## config.mk

```make
export PLATFORM = sky130hd
export DESIGN_NAME = seat_frame_acceleration_normalizer_core
export DESIGN_NICKNAME = d
export VERILOG_FILES = /design/src/rtl/sfan_pkg.sv /design/src/rtl/seat_frame_acceleration_normalizer_core.sv /design/src/rtl/sfan_ctrl.sv /design/src/rtl/sfan_dp.sv
export SDC_FILE = /design/constraint.sdc
export NUM_CORES = 2
export LEC_CHECK = 0
export ABC_CLOCK_PERIOD_IN_PS = 18300
export BUFFER_PORTS_ARGS = -buffer_cell sky130_fd_sc_hd__buf_2
export CAP_MARGIN = 20
export CORE_MARGIN = 5
export CORE_UTILIZATION = 60
export CTS_CLUSTER_DIAMETER = 60
export DETAILED_ROUTE_END_ITERATION = 8
export GPL_ROUTABILITY_DRIVEN = 0
export PLACE_DENSITY = 0.85
export SLEW_MARGIN = 5
export SYNTH_ARGS = -nofsm -noshare
export SYNTH_HDL_FRONTEND = slang
export SYNTH_SLANG_ARGS = --single-unit
```

## constraint.sdc

```tcl
create_clock -name i_clk -period 18.3 [get_ports i_clk]
set_input_delay 1.83 -clock i_clk [delete_from_list [all_inputs] [get_ports i_clk]]
set_output_delay 1.83 -clock i_clk [all_outputs]
set_load 0.02 [all_outputs]
```

## src/rtl/sfan_pkg.sv

```systemverilog
// Shared types, register indexes and sequencing constants for the seat frame normalizer.
package sfan_pkg;

    localparam int POSITION_WIDTH_DEF = 32;

    localparam int CFG_IDX_W  = 2;
    localparam int CFG_DATA_W = 32;
    localparam int NUM_AXES   = 3;

    localparam logic [CFG_IDX_W-1:0] CFG_FORWARD_SCALE = 2'd0;
    localparam logic [CFG_IDX_W-1:0] CFG_LEFT_SCALE    = 2'd1;
    localparam logic [CFG_IDX_W-1:0] CFG_UP_SCALE      = 2'd2;

    localparam logic signed [CFG_DATA_W-1:0] SCALE_RESET = 32'sd65536;

    localparam logic [15:0] LEVEL_NEUTRAL = 16'd16384;
    localparam logic [15:0] LEVEL_MAX     = 16'd32768;

    // Multiply step sequence: six cross products, nine dot products, three gains.
    localparam int STEP_W = 5;
    localparam logic [STEP_W-1:0] STEP_CROSS    = 5'd0;
    localparam logic [STEP_W-1:0] STEP_DOT_FWD  = 5'd6;
    localparam logic [STEP_W-1:0] STEP_DOT_LEFT = 5'd9;
    localparam logic [STEP_W-1:0] STEP_DOT_UP   = 5'd12;
    localparam logic [STEP_W-1:0] STEP_LEVEL    = 5'd15;
    localparam logic [STEP_W-1:0] STEP_LAST     = 5'd17;

    typedef struct packed {
        logic               frame_valid;
        logic signed [31:0] pos_x;
        logic signed [31:0] pos_y;
        logic signed [31:0] pos_z;
        logic signed [15:0] fwd_x;
        logic signed [15:0] fwd_y;
        logic signed [15:0] fwd_z;
        logic signed [15:0] up_x;
        logic signed [15:0] up_y;
        logic signed [15:0] up_z;
    } t_in_item;

    typedef struct packed {
        logic [15:0] forward_level;
        logic [15:0] left_level;
        logic [15:0] up_level;
    } t_out_item;

    typedef struct packed {
        logic              load;
        logic              neutral;
        logic              vel;
        logic              acc;
        logic              mac_en;
        logic [STEP_W-1:0] step;
        logic              push;
        logic              commit;
    } t_dp_cmd;

    typedef enum logic [2:0] {
        ST_IDLE,
        ST_VEL,
        ST_ACC,
        ST_MAC,
        ST_DRAIN,
        ST_OUT
    } t_state;

endpackage

```

## src/rtl/seat_frame_acceleration_normalizer_core.sv

```systemverilog
// Top level of the seat frame acceleration normalizer.
// One frame is taken at a time. A valid frame runs through ST_VEL and ST_ACC for saturating
// velocity and acceleration differences, then eighteen products through the single shared
// multiplier (six for the left axis, nine for the three projections, three for the gains),
// ST_DRAIN to drain the accumulator and ST_OUT to load the output register. A frame with
// frame_valid low sets 0.5 on all levels at acceptance and goes straight to ST_OUT. The
// output register loads only once the previous result has been taken, so an output stall
// holds the frame in its last cycle and the input waits with it.
// The next frame is accepted as soon as the result has moved to the output register, even
// while that result still waits to be taken. Scale registers are written through the plain
// write port; the user must write them only while no frame is in work, since the block
// itself does not enforce it.
module seat_frame_acceleration_normalizer_core
    import sfan_pkg::*;
#(
    parameter int POSITION_WIDTH = POSITION_WIDTH_DEF
) (
    input  logic                  i_clk,
    input  logic                  i_rst_n,
    input  logic                  i_in_valid,
    output logic                  o_in_ready,
    input  t_in_item              i_in_data,
    output logic                  o_out_valid,
    input  logic                  i_out_ready,
    output t_out_item             o_out_data,
    input  logic                  i_cfg_we,
    input  logic [CFG_IDX_W-1:0]  i_cfg_idx,
    input  logic [CFG_DATA_W-1:0] i_cfg_wdata
);

    t_dp_cmd w_cmd;

    sfan_ctrl u_ctrl (
        .i_clk         (i_clk),
        .i_rst_n       (i_rst_n),
        .i_in_valid    (i_in_valid),
        .i_frame_valid (i_in_data.frame_valid),
        .o_in_ready    (o_in_ready),
        .o_out_valid   (o_out_valid),
        .i_out_ready   (i_out_ready),
        .o_cmd         (w_cmd)
    );

    sfan_dp #(
        .POSITION_WIDTH (POSITION_WIDTH)
    ) u_dp (
        .i_clk       (i_clk),
        .i_rst_n     (i_rst_n),
        .i_cmd       (w_cmd),
        .i_in        (i_in_data),
        .i_cfg_we    (i_cfg_we),
        .i_cfg_idx   (i_cfg_idx),
        .i_cfg_wdata (i_cfg_wdata),
        .o_out       (o_out_data)
    );

endmodule

```

## src/rtl/sfan_ctrl.sv

```systemverilog
// Sequencer for the seat frame normalizer: request handshakes and multiply step order.
module sfan_ctrl
    import sfan_pkg::*;
(
    input  logic    i_clk,
    input  logic    i_rst_n,
    input  logic    i_in_valid,
    input  logic    i_frame_valid,
    output logic    o_in_ready,
    output logic    o_out_valid,
    input  logic    i_out_ready,
    output t_dp_cmd o_cmd
);

    t_state            r_state, n_state;
    logic [STEP_W-1:0] r_step, n_step;
    logic              r_frame, n_frame;
    logic              r_out_valid, n_out_valid;

    always_ff @(posedge i_clk) begin
        if (!i_rst_n) begin
            r_state     <= ST_IDLE;
            r_step      <= '0;
            r_frame     <= 1'b0;
            r_out_valid <= 1'b0;
        end else begin
            r_state     <= n_state;
            r_step      <= n_step;
            r_frame     <= n_frame;
            r_out_valid <= n_out_valid;
        end
    end

    always_comb begin
        n_state     = r_state;
        n_step      = r_step;
        n_frame     = r_frame;
        n_out_valid = r_out_valid;
        o_in_ready  = 1'b0;
        o_cmd       = '0;

        if (r_out_valid && i_out_ready) begin
            n_out_valid = 1'b0;
        end

        unique case (r_state)
            ST_IDLE: begin
                o_in_ready = 1'b1;
                if (i_in_valid) begin
                    o_cmd.load = 1'b1;
                    n_frame    = i_frame_valid;
                    if (i_frame_valid) begin
                        n_state = ST_VEL;
                    end else begin
                        o_cmd.neutral = 1'b1;
                        n_state       = ST_OUT;
                    end
                end
            end
            ST_VEL: begin
                o_cmd.vel = 1'b1;
                n_state   = ST_ACC;
            end
            ST_ACC: begin
                o_cmd.acc = 1'b1;
                n_step    = STEP_CROSS;
                n_state   = ST_MAC;
            end
            ST_MAC: begin
                o_cmd.mac_en = 1'b1;
                o_cmd.step   = r_step;
                if (r_step == STEP_LAST) begin
                    n_step  = STEP_CROSS;
                    n_state = ST_DRAIN;
                end else begin
                    n_step = r_step + 1'b1;
                end
            end
            ST_DRAIN: begin
                // last gain product lands in the level registers here
                n_state = ST_OUT;
            end
            ST_OUT: begin
                if (!r_out_valid || i_out_ready) begin
                    o_cmd.push   = 1'b1;
                    o_cmd.commit = r_frame;
                    n_out_valid  = 1'b1;
                    n_state      = ST_IDLE;
                end
            end
            default: begin
                n_state = ST_IDLE;
            end
        endcase
    end

    assign o_out_valid = r_out_valid;

    a_accept_leaves_idle: assert property (@(posedge i_clk) disable iff (!i_rst_n)
        (i_in_valid && o_in_ready) |=> (r_state != ST_IDLE))
        else $error("accepted request did not start work");

    a_step_only_in_mac: assert property (@(posedge i_clk) disable iff (!i_rst_n)
        (r_step != STEP_CROSS) |-> (r_state == ST_MAC))
        else $error("step counter running outside multiply phase");

    a_result_from_out: assert property (@(posedge i_clk) disable iff (!i_rst_n)
        $rose(r_out_valid) |-> ($past(r_state) == ST_OUT))
        else $error("result raised outside output state");

    a_commit_after_mac: assert property (@(posedge i_clk) disable iff (!i_rst_n)
        o_cmd.commit |-> ($past(r_state, 2) == ST_DRAIN || $past(r_state) == ST_DRAIN
                          || $past(r_state) == ST_OUT))
        else $error("state update without a finished frame");

endmodule

```

## src/rtl/sfan_dp.sv

```systemverilog
// Datapath: frame capture, saturating differences, shared multiplier and accumulator.
module sfan_dp
    import sfan_pkg::*;
#(
    parameter int POSITION_WIDTH = POSITION_WIDTH_DEF
) (
    input  logic                  i_clk,
    input  logic                  i_rst_n,
    input  t_dp_cmd               i_cmd,
    input  t_in_item              i_in,
    input  logic                  i_cfg_we,
    input  logic [CFG_IDX_W-1:0]  i_cfg_idx,
    input  logic [CFG_DATA_W-1:0] i_cfg_wdata,
    output t_out_item             o_out
);

    localparam int PW   = POSITION_WIDTH;
    localparam int AW   = (PW > 32) ? PW : 32;
    localparam int PW_P = AW + 32;
    localparam int SUMW = (PW + 4 > 34) ? PW + 4 : 34;

    localparam logic signed [AW-1:0]   POS_HI = (AW'(1) <<< (PW - 1)) - AW'(1);
    localparam logic signed [AW-1:0]   POS_LO = -POS_HI - AW'(1);
    localparam logic signed [SUMW-1:0] DOT_HI = (SUMW'(1) <<< 31) - SUMW'(1);
    localparam logic signed [SUMW-1:0] DOT_LO = -DOT_HI - SUMW'(1);
    localparam logic signed [SUMW-1:0] AX_HI  = SUMW'(32767);
    localparam logic signed [SUMW-1:0] AX_LO  = -AX_HI - SUMW'(1);
    localparam logic signed [PW_P-1:0] LV_MAX = PW_P'(32768);
    localparam logic signed [PW_P-1:0] LV_OFS = PW_P'(16384);

    function automatic logic signed [PW-1:0] sat_diff(
        input logic signed [PW-1:0] a,
        input logic signed [PW-1:0] b
    );
        logic signed [PW:0] d;
        d = (PW+1)'(a) - (PW+1)'(b);
        if (d[PW] != d[PW-1]) begin
            return d[PW] ? {1'b1, {(PW-1){1'b0}}} : {1'b0, {(PW-1){1'b1}}};
        end
        return d[PW-1:0];
    endfunction

    logic signed [PW-1:0]         r_pos      [NUM_AXES];
    logic signed [15:0]           r_fwd      [NUM_AXES];
    logic signed [15:0]           r_up       [NUM_AXES];
    logic signed [15:0]           r_left     [NUM_AXES];
    logic signed [PW-1:0]         r_vel      [NUM_AXES];
    logic signed [PW-1:0]         r_acc      [NUM_AXES];
    logic signed [PW-1:0]         r_last_pos [NUM_AXES];
    logic signed [PW-1:0]         r_last_vel [NUM_AXES];
    logic signed [CFG_DATA_W-1:0] r_scale    [NUM_AXES];
    logic signed [31:0]           r_dot      [NUM_AXES];
    logic [15:0]                  r_level    [NUM_AXES];
    logic signed [PW_P-1:0]       r_prod;
    logic [STEP_W-1:0]            r_pstep;
    logic                         r_ptag_valid;
    logic signed [SUMW-1:0]       r_sum;
    t_out_item                    r_out;

    logic signed [31:0]     w_pos_in [NUM_AXES];
    logic signed [AW-1:0]   w_pos_ext [NUM_AXES];
    logic signed [PW-1:0]   w_pos_sat [NUM_AXES];
    logic signed [AW-1:0]   w_mul_a;
    logic signed [31:0]     w_mul_b;
    logic signed [PW_P-1:0] w_prod;
    logic signed [SUMW-1:0] w_p_cross;
    logic signed [SUMW-1:0] w_p_sh;
    logic signed [SUMW-1:0] w_cross_f;
    logic signed [SUMW-1:0] w_dot_t;
    logic signed [15:0]     w_left_sat;
    logic signed [31:0]     w_dot_sat;
    logic signed [PW_P-1:0] w_lvl_v;
    logic [15:0]            w_lvl;

    // input positions, saturated (or sign extended) to the state width
    always_comb begin
        w_pos_in[0] = i_in.pos_x;
        w_pos_in[1] = i_in.pos_y;
        w_pos_in[2] = i_in.pos_z;
        for (int i = 0; i < NUM_AXES; i++) begin
            w_pos_ext[i] = AW'(w_pos_in[i]);
            if (w_pos_ext[i] > POS_HI) begin
                w_pos_sat[i] = PW'(POS_HI);
            end else if (w_pos_ext[i] < POS_LO) begin
                w_pos_sat[i] = PW'(POS_LO);
            end else begin
                w_pos_sat[i] = PW'(w_pos_ext[i]);
            end
        end
    end

    // operand select for the shared multiplier
    always_comb begin
        w_mul_a = '0;
        w_mul_b = '0;
        unique case (i_cmd.step)
            STEP_CROSS:              begin w_mul_a = AW'(r_up[1]);  w_mul_b = 32'(r_fwd[2]); end
            STEP_CROSS + 5'd1:       begin w_mul_a = AW'(r_up[2]);  w_mul_b = 32'(r_fwd[1]); end
            STEP_CROSS + 5'd2:       begin w_mul_a = AW'(r_up[2]);  w_mul_b = 32'(r_fwd[0]); end
            STEP_CROSS + 5'd3:       begin w_mul_a = AW'(r_up[0]);  w_mul_b = 32'(r_fwd[2]); end
            STEP_CROSS + 5'd4:       begin w_mul_a = AW'(r_up[0]);  w_mul_b = 32'(r_fwd[1]); end
            STEP_CROSS + 5'd5:       begin w_mul_a = AW'(r_up[1]);  w_mul_b = 32'(r_fwd[0]); end
            STEP_DOT_FWD:            begin w_mul_a = AW'(r_acc[0]); w_mul_b = 32'(r_fwd[0]); end
            STEP_DOT_FWD + 5'd1:     begin w_mul_a = AW'(r_acc[1]); w_mul_b = 32'(r_fwd[1]); end
            STEP_DOT_FWD + 5'd2:     begin w_mul_a = AW'(r_acc[2]); w_mul_b = 32'(r_fwd[2]); end
            STEP_DOT_LEFT:           begin w_mul_a = AW'(r_acc[0]); w_mul_b = 32'(r_left[0]); end
            STEP_DOT_LEFT + 5'd1:    begin w_mul_a = AW'(r_acc[1]); w_mul_b = 32'(r_left[1]); end
            STEP_DOT_LEFT + 5'd2:    begin w_mul_a = AW'(r_acc[2]); w_mul_b = 32'(r_left[2]); end
            STEP_DOT_UP:             begin w_mul_a = AW'(r_acc[0]); w_mul_b = 32'(r_up[0]); end
            STEP_DOT_UP + 5'd1:      begin w_mul_a = AW'(r_acc[1]); w_mul_b = 32'(r_up[1]); end
            STEP_DOT_UP + 5'd2:      begin w_mul_a = AW'(r_acc[2]); w_mul_b = 32'(r_up[2]); end
            STEP_LEVEL:              begin w_mul_a = AW'(r_dot[0]); w_mul_b = r_scale[0]; end
            STEP_LEVEL + 5'd1:       begin w_mul_a = AW'(r_dot[1]); w_mul_b = r_scale[1]; end
            STEP_LEVEL + 5'd2:       begin w_mul_a = AW'(r_dot[2]); w_mul_b = r_scale[2]; end
            default:                 begin w_mul_a = '0;            w_mul_b = '0; end
        endcase
    end

    assign w_prod = w_mul_a * w_mul_b;

    // accumulate side, fed from the registered multiplier product
    always_comb begin
        w_p_cross = SUMW'(r_prod);
        w_p_sh    = SUMW'(r_prod >>> 14);
        w_cross_f = (r_sum - w_p_cross) >>> 14;
        w_dot_t   = r_sum + w_p_sh;
        w_lvl_v   = (r_prod >>> 17) + LV_OFS;

        if (w_cross_f > AX_HI) begin
            w_left_sat = 16'sh7fff;
        end else if (w_cross_f < AX_LO) begin
            w_left_sat = 16'sh8000;
        end else begin
            w_left_sat = 16'(w_cross_f);
        end

        if (w_dot_t > DOT_HI) begin
            w_dot_sat = 32'sh7fff_ffff;
        end else if (w_dot_t < DOT_LO) begin
            w_dot_sat = 32'sh8000_0000;
        end else begin
            w_dot_sat = 32'(w_dot_t);
        end

        if (w_lvl_v < 0) begin
            w_lvl = '0;
        end else if (w_lvl_v > LV_MAX) begin
            w_lvl = LEVEL_MAX;
        end else begin
            w_lvl = 16'(w_lvl_v);
        end
    end

    always_ff @(posedge i_clk) begin
        if (!i_rst_n) begin
            r_ptag_valid <= 1'b0;
            for (int i = 0; i < NUM_AXES; i++) begin
                r_scale[i]    <= SCALE_RESET;
                r_last_pos[i] <= '0;
                r_last_vel[i] <= '0;
            end
        end else begin
            r_ptag_valid <= i_cmd.mac_en;
            if (i_cfg_we) begin
                unique case (i_cfg_idx)
                    CFG_FORWARD_SCALE: r_scale[0] <= i_cfg_wdata;
                    CFG_LEFT_SCALE:    r_scale[1] <= i_cfg_wdata;
                    CFG_UP_SCALE:      r_scale[2] <= i_cfg_wdata;
                    default:           ;
                endcase
            end
            if (i_cmd.commit) begin
                for (int i = 0; i < NUM_AXES; i++) begin
                    r_last_pos[i] <= r_pos[i];
                    r_last_vel[i] <= r_vel[i];
                end
            end
        end
    end

    always_ff @(posedge i_clk) begin
        if (i_cmd.load) begin
            r_pos <= w_pos_sat;
            r_fwd[0] <= i_in.fwd_x;
            r_fwd[1] <= i_in.fwd_y;
            r_fwd[2] <= i_in.fwd_z;
            r_up[0]  <= i_in.up_x;
            r_up[1]  <= i_in.up_y;
            r_up[2]  <= i_in.up_z;
        end
        if (i_cmd.neutral) begin
            for (int i = 0; i < NUM_AXES; i++) begin
                r_level[i] <= LEVEL_NEUTRAL;
            end
        end
        if (i_cmd.vel) begin
            for (int i = 0; i < NUM_AXES; i++) begin
                r_vel[i] <= sat_diff(r_pos[i], r_last_pos[i]);
            end
        end
        if (i_cmd.acc) begin
            for (int i = 0; i < NUM_AXES; i++) begin
                r_acc[i] <= sat_diff(r_vel[i], r_last_vel[i]);
            end
        end

        r_prod  <= w_prod;
        r_pstep <= i_cmd.step;

        if (r_ptag_valid) begin
            unique case (r_pstep) inside
                STEP_CROSS, STEP_CROSS + 5'd2, STEP_CROSS + 5'd4: r_sum <= w_p_cross;
                STEP_CROSS + 5'd1:    r_left[0] <= w_left_sat;
                STEP_CROSS + 5'd3:    r_left[1] <= w_left_sat;
                STEP_CROSS + 5'd5:    r_left[2] <= w_left_sat;
                STEP_DOT_FWD, STEP_DOT_LEFT, STEP_DOT_UP: r_sum <= w_p_sh;
                STEP_DOT_FWD + 5'd1, STEP_DOT_LEFT + 5'd1, STEP_DOT_UP + 5'd1: r_sum <= w_dot_t;
                STEP_DOT_FWD + 5'd2:  r_dot[0] <= w_dot_sat;
                STEP_DOT_LEFT + 5'd2: r_dot[1] <= w_dot_sat;
                STEP_DOT_UP + 5'd2:   r_dot[2] <= w_dot_sat;
                STEP_LEVEL:           r_level[0] <= w_lvl;
                STEP_LEVEL + 5'd1:    r_level[1] <= w_lvl;
                STEP_LEVEL + 5'd2:    r_level[2] <= w_lvl;
                default:              ;
            endcase
        end

        if (i_cmd.push) begin
            r_out.forward_level <= r_level[0];
            r_out.left_level    <= r_level[1];
            r_out.up_level      <= r_level[2];
        end
    end

    assign o_out = r_out;

    a_level_range: assert property (@(posedge i_clk) disable iff (!i_rst_n)
        i_cmd.push |-> (r_level[0] <= LEVEL_MAX && r_level[1] <= LEVEL_MAX
                        && r_level[2] <= LEVEL_MAX))
        else $error("level outside unit range");

    a_commit_not_with_load: assert property (@(posedge i_clk) disable iff (!i_rst_n)
        !(i_cmd.commit && (i_cmd.load || i_cmd.mac_en)))
        else $error("state update overlaps active work");

endmodule
```

==> flow_summary.json <==
{
  "cts_tree": "done",
  "cts-root-buf": "clkbuf_16",
  "cp.required_ns": 18.92,
  "cpPeakStageDelay_ns": 0.94,
  "critical_path.max_fanout": 57,
  "totalWireLength_um": 259800,
  "htreeDepth": 3,
  "dieArea_mm2": 0.1538,
  "synth_flop_cell": "edfxtp_1",
  "start_kind": "register",
  "grt_max_degree": 102,
  "end_kind": "register",
  "vias": 66220,
  "hold_viol": 0,
  "grt_antenna_before_repair": 28,
  "grt_pass1_wl_um": 395500,
  "post-dp-hpwl_um": 193600,
  "seq_area_mm2": 0.03007,
  "clk_pin_slew_ns": 0.07,
  "grt_remaining_overflow": 0,
  "fin_crit_sh": 0.6681,
  "cts_sinks": 1028,
  "drc": 1,
  "multi_input_area_mm2": 0.05118,
  "cts_buffer_depth": 3,
  "worst_slew_pin_slew_ns": 1.253,
  "area_growth_pct": 7.807,
  "nFillCells": 10420,
  "grtUsageTotal": 0.3391,
  "syn_avg_cell_area_um2": 10.59,
  "ff2ff_setup_slack_ns": 6.07,
  "cts_hold_buf": 0,
  "coreArea_mm2": 0.1454,
  "maxCapViolCount": 0,
  "fin_nets": 10130,
  "use_met1": 0.3977,
  "drt-wirelength-per-cell_um": 25.04,
  "synthCells": 8279,
  "use_met3": 0.1402,
  "die_x_um": 392.2,
  "post_cts_buffers": 0,
  "avgViaCountPerCell": 6.382,
  "dieHeight_um": 392.2,
  "hold_class": "register to register",
  "top_usage_layer": "met2",
  "drive_above_1_share": 0.08439,
  "yosysUniqueCellTypes": 102,
  "async_flop_share": 0,
  "arrival_ns": 12.85,
  "cts_resized": 0,
  "worstSetupPathType": "register to register",
  "critical_path.top_delay_family": "adder cells",
  "status": "complete, but fails checks",
  "synth_nets": 10050,
  "clkLatencyLatePin_ns": 0.77,
  "cp.buffers_inverters": 7,
  "finalClockSkew_ns": 0.05395,
  "drt-pass1-iter-count": 9,
  "violations": "DRC",
  "grt_pass1_vias": 69010,
  "num_rows": 140,
  "max_freq_ghz": 0.08180,
  "drtAntennaViolNets": 0,
  "rsz0062_at_grt": "no",
  "cp_slowest_cell": "dfxtp_1",
  "synth.cell_area_mm2": 0.08763,
  "yosysSeqAreaShare": 0.3431,
  "drt_iter0_markers": 8808,
  "yosys_warnings": 0,
  "tns_ns": 0,
  "synth-edff-count": 948,
  "slew_headroom": 0.1615,
  "port-buffer-count": 281,
  "synth-seq-cells": 1028,
  "setup_viol": 0,
  "cts_buffers": 100,
  "io_pins": 282,
  "use_met2": 0.5076,
  "drv_slew": 0,
  "fin_crit_ns": 12.23,
  "start_util": 0.6028,
  "cp_common_cell": "fa_1"
}
final cells by class:
class / instances / share of cell area
inverters: 1301 / 0.05177
well taps: 1917 / 0.02539
flip-flops and latches: 1028 / 0.3183
clock inverters: 64 / 0.006264
diodes: 22 / 0.0005827
clock buffers: 120 / 0.02806
repair buffers: 416 / 0.02797
multi-input cells: 5508 / 0.5417
cell families after synthesis:
kind of cell    synth area share
fa+ha+maj                 0.3200
buf+inv                  0.07698
mux                     0.002170
flops                     0.3431
compound gates            0.1100
simple gates              0.1192
xor+xnor                 0.02857
cell usage in the layout, fill, tap and decap left out, types with 104 or more instances in the layout:
cell type     n
buf_4       120
inv_1      1299
nor3_1      131
nand2_1     773
ha_1        449
xnor2_1     179
o21ai_0     228
xor2_1      104
a21o_1      179
nor2_1      617
fa_1       1089
and2_1      272
edfxtp_1    948
a21oi_1     288
buf_2       281
state kept, by name, summed over array words and instances (netlist names), 5 cells and up:
| register | cells |
|---|---|
| u_dp.r_dot | 96 |
| u_dp.r_sum | 36 |
| u_dp.r_pstep | 5 |
| u_dp.r_scale | 96 |
| u_dp.r_last_vel | 96 |
| u_dp.r_fwd | 48 |
| u_dp.r_prod | 64 |
| u_dp.r_level | 48 |
| u_dp.r_vel | 96 |
| u_ctrl.r_step | 5 |
| u_dp.r_acc | 96 |
| u_dp.r_left | 48 |
| u_dp.r_pos | 96 |
| u_dp.r_up | 48 |
| o_out_data | 48 |
| u_dp.r_last_pos | 96 |
through the flow:
| stage | area [um^2] | hold WS (ns) | std cells | utilization | setup slack [ns] |
|---|---|---|---|---|---|
| 6_report | 94480 | 0.3937 | 10380 | 0.6498 | 6.075 |
| 5_1_grt | 94440 | 0.4262 | 10360 | 0.6496 | 5.607 |
| 4_1_cts | 94080 | 0.4082 | 10340 | 0.6471 | 6.360 |
| 3_5_place_dp | 90830 | 0.4045 | 10150 | 0.6248 | 6.405 |
| 3_3_place_gp | 90820 | 0.4017 | 10150 | 0.6247 | 6.872 |
| 2_1_floorplan | 87630 | 0.4003 | 8279 | - | 8.787 |
synth_stat cells (all sizes together), types with 105 or more instances:
master / n / area share
fa: 1089 / 0.25
nor3: 139 / 0.0080
nor2: 624 / 0.027
edfxtp: 948 / 0.32
ha: 449 / 0.064
clkbuf: 298 / 0.013
buf: 144 / 0.0085
and2: 274 / 0.020
a21o: 179 / 0.015
xnor2: 180 / 0.018
a21oi: 294 / 0.017
o21ai: 244 / 0.014
xor2: 105 / 0.011
nand2: 775 / 0.033
inv: 1300 / 0.056
per-layer routing:
metal / wire [um] / part of all wire
met1: 84180 / 0.32
met2: 113400 / 0.44
met3: 38700 / 0.15
met4: 23390 / 0.090
met5: 108 / 0.00042
worst paths after layout:
check,start,end,cells past startpoint
max,u_ctrl.r_step[0],u_dp.r_prod[60],32
min,u_dp.r_level[0][42],o_out_data[10],0
max reg2reg,u_ctrl.r_step[0],u_dp.r_prod[60],32
min reg2reg,u_dp.r_level[0][42],o_out_data[10],0
Power is left out: the tool's default activity adds up to more than one toggle a clock period on the data nets, which glitch-free logic cannot reach.
